<file path="config.mk">
export PLATFORM = sky130hd
export DESIGN_NAME = ccw_sat_add
export DESIGN_NICKNAME = d
export VERILOG_FILES = /design/src/ccw_pkg.sv /design/src/ccw_sat_add.sv
export SDC_FILE = /design/constraint.sdc
export NUM_CORES = 1
export LEC_CHECK = 0
export BUFFER_PORTS_ARGS = -buffer_cell sky130_fd_sc_hd__buf_4
export CAP_MARGIN = 0
export CORE_AREA = 2 2 79 119
export DETAILED_ROUTE_END_ITERATION = 8
export DIE_AREA = 0 0 81 121
export PLACE_DENSITY = 0.84
export REMOVE_ABC_BUFFERS = 1
export SYNTH_ARGS = -nofsm -noshare
export SYNTH_HDL_FRONTEND = slang
export SYNTH_SLANG_ARGS = --single-unit
export TNS_END_PERCENT = 10
</file>
<file path="constraint.sdc">
create_clock -name vclk -period 4.91
set_input_delay 0.982 -clock vclk [all_inputs]
set_output_delay 0.982 -clock vclk [all_outputs]
set_load 0.02 [all_outputs]
</file>
<file path="src/ccw_pkg.sv">
// ccw_pkg: shared types and constants for the coin change way counter
// no dependencies; imported by every module of the block but ccw_ram
package ccw_pkg;

  localparam int AMOUNT_W   = 12;
  localparam int COIN_W     = 12;
  localparam int KINDS_W    = 3;
  localparam int COUNT_W    = 64;
  localparam int COIN_REGS  = 5;
  localparam int MAX_KINDS  = 5;
  localparam int KIND_LIMIT = (MAX_KINDS < COIN_REGS) ? MAX_KINDS : COIN_REGS;
  localparam int CFG_IDX_W  = 3;
  localparam int CFG_DATA_W = 12;

  // configuration register indexes
  localparam logic [CFG_IDX_W-1:0] REG_COIN_ONE     = 3'd0;
  localparam logic [CFG_IDX_W-1:0] REG_COIN_TWO     = 3'd1;
  localparam logic [CFG_IDX_W-1:0] REG_COIN_THREE   = 3'd2;
  localparam logic [CFG_IDX_W-1:0] REG_COIN_FOUR    = 3'd3;
  localparam logic [CFG_IDX_W-1:0] REG_COIN_FIVE    = 3'd4;
  localparam logic [CFG_IDX_W-1:0] REG_KINDS_IN_USE = 3'd5;

  // reset values of the coin registers
  localparam logic [COIN_W-1:0] COIN_RESET [COIN_REGS] = '{
    12'd1, 12'd5, 12'd10, 12'd25, 12'd50
  };
  localparam logic [KINDS_W-1:0] KINDS_RESET = 3'd5;

  // one table entry: way count plus saturation mark
  typedef struct packed {
    logic               mark;
    logic [COUNT_W-1:0] count;
  } entry_t;

endpackage

</file>
<file path="src/ccw_sat_add.sv">
// ccw_sat_add: shared saturating adder for two table entries
// depends on ccw_pkg
module ccw_sat_add (
  input  ccw_pkg::entry_t here,
  input  ccw_pkg::entry_t below,
  output ccw_pkg::entry_t sum
);
  import ccw_pkg::*;

  logic [COUNT_W:0] total;
  logic             carry;

  // 65-bit add, clamp to all ones on carry out
  always_comb begin
    total     = {1'b0, here.count} + {1'b0, below.count};
    carry     = total[COUNT_W];
    sum.count = carry ? {COUNT_W{1'b1}} : total[COUNT_W-1:0];
    sum.mark  = here.mark | below.mark | carry;
  end

endmodule

</file>
==> results.cfg, run 1 <==
[routing]
first_pass_iters = 5
ant_nets = 0
vias_per_cell = 5.895
vias = 5801
wire_per_inst_um = 16.04
drc = 0
drtIter0Drc = 315
wl_um = 15780

[power]
p_leak_nw = 3.028
peakVddDrop_v = 0.0001348
finalPower_mw = 1.119
powerDensity_nw_per_um2 = 178.4

[grt]
grt_pass1_wl_um = 24430
grt_util_all_layers_pct = 30.43
grt_pass1_vias = 5569
grt-ovfl-total = 0
antenna_found_initial = 0
grt_max_degree = 23

[final_layout]
nClkBuffers = 0
drive_above_1_share_pct = 37.19
antenna-diode-count = 0
final_cells = 984
multi_input_area_um2 = 4138
nFillCells = 781
nFlopsAndLatches = 0
register_area_um2 = 0
area_growth_pct = 42.79
nNetsFinal = 1071

[worst_setup_path]
critPathLaunchType = input port
arrival_ns = 3.85
critical_path_buf_inv_count = 2
crit_type = input port to output port
required_ns = 3.93
crit_path_frequent_cell = buf_4
max_stage_delay_ns = 0.37
cp_cell_sequence = buf_4 > ha_1 > fa_2 > a21o_1 > a221o_1 > a31o_1 > a21boi_2 > o31ai_4 > a31oi_4 > o31ai_2 > a31oi_1 > mux2_2 > buf_4
critPathMaxFanout = 5
cp_top_family = compound AO/OA/AOI/OAI gates
cp-end-kind = output port
cp_slowest_cell = mux2_2

[floorplan]
die_h_um = 121
io_pins = 195
core_area_um2 = 8723
die_x_um = 81
die_area_um2 = 9801
num_rows = 42
start_util_pct = 50.34

[timing]
worstMarginPinSlew_ns = 0.4867
setup_viol = 0
fin_crit_sh_pct = 98.51
hold_viol = 0
rsz0062_at_grt = true
slew_violations = 0
slew_headroom_pct = 67.13
min_period_ns = 4.837
fmax_mhz = 206.7

[yosys]
syn_area_per_cell_um2 = 6.736
yosys_warnings = 0
synth_area_um2 = 4392
yosysSeqAreaShare_pct = 0
synthCells = 652
yosysUniqueCellTypes = 62

[status]
status = finished, final reports clean

[placed_design]
dp_hpwl_um = 13460
placement.io_buffers = 195
dp.cells = 980
gp_congestion = 0.9550

[run]
drv_cap = 0

[cts]
holdBufCountCts = 0

[min_path]
holdCritPathClass = input port to output port
==> per-layer routing <==
metal / global-route usage (%) / part of all wire (%) / up-vias
met5: 0 / 0 / -
met4: 11.23 / 4.6 / 0
met3: 2.530 / 6.4 / 66
met2: 58.52 / 53 / 264
met1: 33.35 / 36 / 2646
li1: - / - / 2825
==> per-stage QoR <==
stage               hold slack, ns  setup TNS (ns)  utilization, %  area, um^2  setup slack [ns]
detailed placement           2.258          -12.16           70.63        6161           -0.2823
floorplan                    2.149         -0.9847               -        4164           -0.1726
CTS                          2.257        -0.02623           70.87        6182          -0.02381
finish                       2.253               0           71.89        6271           0.07312
global placement             2.252          -14.45           70.63        6161           -0.3123
global route                 2.276        -0.06736           71.89        6271          -0.05730
==> cells in the mapped netlist (all sizes together) (2+ instances only) <==
cell type | n | area [um^2]
a211oi | 7 | 52.55
a21boi | 9 | 71.32
a21o | 26 | 195.2
a21oi | 84 | 420.4
a31oi | 13 | 96.34
and2 | 4 | 25.02
and3 | 9 | 56.30
buf | 14 | 173.9
clkbuf | 14 | 53.80
ha | 64 | 800.8
inv | 27 | 101.4
mux2 | 4 | 45.04
nand2 | 111 | 541.8
nand2b | 12 | 75.07
nand3 | 6 | 30.03
nand4 | 22 | 143.9
nor2 | 38 | 142.6
nor2b | 7 | 43.79
nor3 | 13 | 65.06
nor4 | 3 | 18.77
o211ai | 6 | 45.04
o21a | 4 | 37.53
o21ai | 49 | 245.2
o21bai | 19 | 142.6
o311a | 2 | 20.02
o31a | 2 | 17.52
o31ai | 6 | 63.81
or2 | 2 | 12.52
or3 | 5 | 31.28
xnor2 | 35 | 306.5
xor2 | 17 | 148.9
==> report_power, final <==
group          switching [mW]  internal (mW)  total, mW  leakage, nW
clock                       0              0          0            0
sequential                  0              0          0            0
combinational           0.614          0.505       1.12         3.03
==> placed cells by master, fill, tap and decap left out, drive strengths merged, types with 9 or more instances in the layout <==
cell,count
a21oi,84
inv,27
nor3,13
buf,249
a21boi,9
a31oi,13
and3,9
o21ai,49
nand4,22
ha,64
nand2b,12
nor2,38
xnor2,35
xor2,17
nand2,111
o21bai,19
a21o,26
==> cell families (layout without fill, tap and decap cells) <==
| family | Yosys count | in the layout | synth area share (%) |
|---|---|---|---|
| compound gates | 241 | 242 | 34.87 |
| simple gates | 235 | 235 | 27.55 |
| fa+ha+maj | 65 | 65 | 18.69 |
| buf+inv | 55 | 276 | 7.493 |
| xor+xnor | 52 | 52 | 10.37 |
| mux | 4 | 4 | 1.026 |
==> layout make-up <==
cell class,count,area share (%)
inverters,27,1.616
multi-input cells,598,65.98
well taps,110,2.195
repair buffers,249,30.21
==> what timing repair did <==
action | CTS | global route
endpoints found under the setup margin | 65 | 50
gates resized for setup | 7 | 12
pin swaps | 4 | 5
setup buffers | 0 | 3
cloned | 0 | 1
==> worst paths after layout <==
path / to / cells after the start / start
setup / recovery: sum[60] / 13 / here[0]
hold / removal: sum[64] / 3 / below[64]
(Power assumes the default switching activity.)
==> inputs of run 2 (changes only) <==
Settings changed: CORE_AREA 2 2 79 119 to 2 2 88 107, DIE_AREA 0 0 81 121 to 0 0 90 109, GPL_TIMING_DRIVEN set to 0.
==> run 2 against run 1 <==
Sequential share of layout area is the same. Final cell count fell by 3.4%. Clock-buffer cell count unchanged. Final area shrank 4.9%. Core utilization fell by 4.4 points. Maximum frequency fell by 0.31%. Setup slack got worse by 0.015 ns. Die area is essentially flat. Critical endpoint is now sum[55]. Largest power group unchanged.
==> results.cfg, run 2 (synthesis results as in run 1) <==
[status]
status = finished, final reports clean

[floorplan]
die_area_um2 = 9810
core_area_um2 = 8843
die_h_um = 109
num_rows = 38
io_pins = 195
start_util_pct = 49.66
die_x_um = 90

[grt]
antenna_found_initial = 0
grt_util_all_layers_pct = 30.89
grt_pass1_wl_um = 25790
grt_max_degree = 17
grt-ovfl-total = 0
grt_pass1_vias = 5577

[timing]
setup_viol = 0
fmax_mhz = 206.1
min_period_ns = 4.852
slew_headroom_pct = 65.41
fin_crit_sh_pct = 98.82
slew_violations = 0
finalSetupTns_ns = 0
hold_viol = 0
worstMarginPinSlew_ns = 0.5164
rsz0062_at_grt = true

[final_layout]
nFillCells = 805
area_growth_pct = 35.81
nNetsFinal = 1028
final_cells = 951
layout_common_cells = 202 x buf_4, 83 x a21oi_1, 61 x nand2_1, 60 x ha_1, 50 x nand2_2
nClkBuffers = 0
register_area_um2 = 0
nFlopsAndLatches = 0
mostFrequentLayoutCell = buf_4
multi_input_area_um2 = 4174
drive_above_1_share_pct = 34.06
antenna-diode-count = 0

[routing]
vias = 5669
drtIter0Drc = 390
wl_um = 16080
ant_nets = 0
first_pass_iters = 5
wire_per_inst_um = 16.91
drc = 0
vias_per_cell = 5.961

[run]
drv_cap = 0

[placed_design]
dp.cells = 939
dp_hpwl_um = 12630
placement.io_buffers = 195
gp_congestion = 1.008

[worst_setup_path]
crit_type = input port to output port
critPathMaxFanout = 5
arrival_ns = 3.87
cp-end-kind = output port
startpoint = here[4]
crit_end = sum[55]
critPathLaunchType = input port
required_ns = 3.93

[min_path]
min-delay-start = below[64]
holdCritPathClass = input port to output port

[power]
powerDensity_nw_per_um2 = 181.1
p_leak_nw = 2.809
peakVddDrop_v = 0.0001273

[cts]
holdBufCountCts = 0
## run 2: critical path, cell delays in order
cell and delay (ns):
buf_4 0.11, ha_1 0.38, a21o_1 0.19, a31oi_2 0.06
a211oi_1 0.41, o311a_1 0.31, o21ai_2 0.11, a21oi_1 0.23
nor2_1 0.12, o21ai_0 0.43, mux2_2 0.40, buf_6 0.14
## run 2: worst min-delay path by stage
| stage | slack, ns | to | cells past startpoint |
|---|---|---|---|
| after detailed placement | 2.26 | sum[64] | 3 |
| after global placement | 2.25 | sum[64] | 3 |
| after floorplan | 2.15 | sum[64] | 1 |
| after CTS | 2.26 | sum[64] | 3 |
| final | 2.26 | sum[64] | 3 |
| after global routing | 2.27 | sum[64] | 3 |
## run 2: area by class of cell
class | instances | area share [%]
Timing Repair Buffer | 204 | 25.80
Tap cell | 120 | 2.517
Multi-Input combinational cell | 600 | 69.98
Inverter | 27 | 1.699
## run 2: per-layer routing
metal | global-route usage (%) | share of wire [%] | up-vias
li1 | - | - | 2749
met1 | 34.70 | 38 | 2603
met2 | 61.44 | 52 | 275
met3 | 2.419 | 6.7 | 42
met4 | 10.11 | 3.0 | 0
met5 | 0 | 0 | -
## run 2: timing repair
action,CTS,global route
setup buffers,9,0
gates cloned,3,0
pin swaps,8,5
gates resized for setup,6,16
endpoints found under the hold margin,0,0
setup endpoints to repair,64,63
## run 2: per-stage QoR
| step | hold slack, ns | setup slack [ns] | total power, mW | instance area, um^2 | util (%) |
|---|---|---|---|---|---|
| CTS | 2.261 | -0.02962 | 1.057 | 5899 | 66.71 |
| floorplan | 2.149 | -0.1726 | 0.6593 | 4164 | - |
| global placement | 2.250 | -0.7314 | 1.008 | 5778 | 65.34 |
| global route | 2.268 | -0.06504 | 1.160 | 5964 | 67.44 |
| finish | 2.264 | 0.05805 | 1.080 | 5964 | 67.44 |
| detailed placement | 2.261 | -0.7579 | 1.020 | 5778 | 65.34 |
## run 2: power breakdown
part | internal (mW) | switching (mW)
Clock | 0 | 0
Combinational | 0.465 | 0.615
Sequential | 0 | 0
Total | 0.465 | 0.615
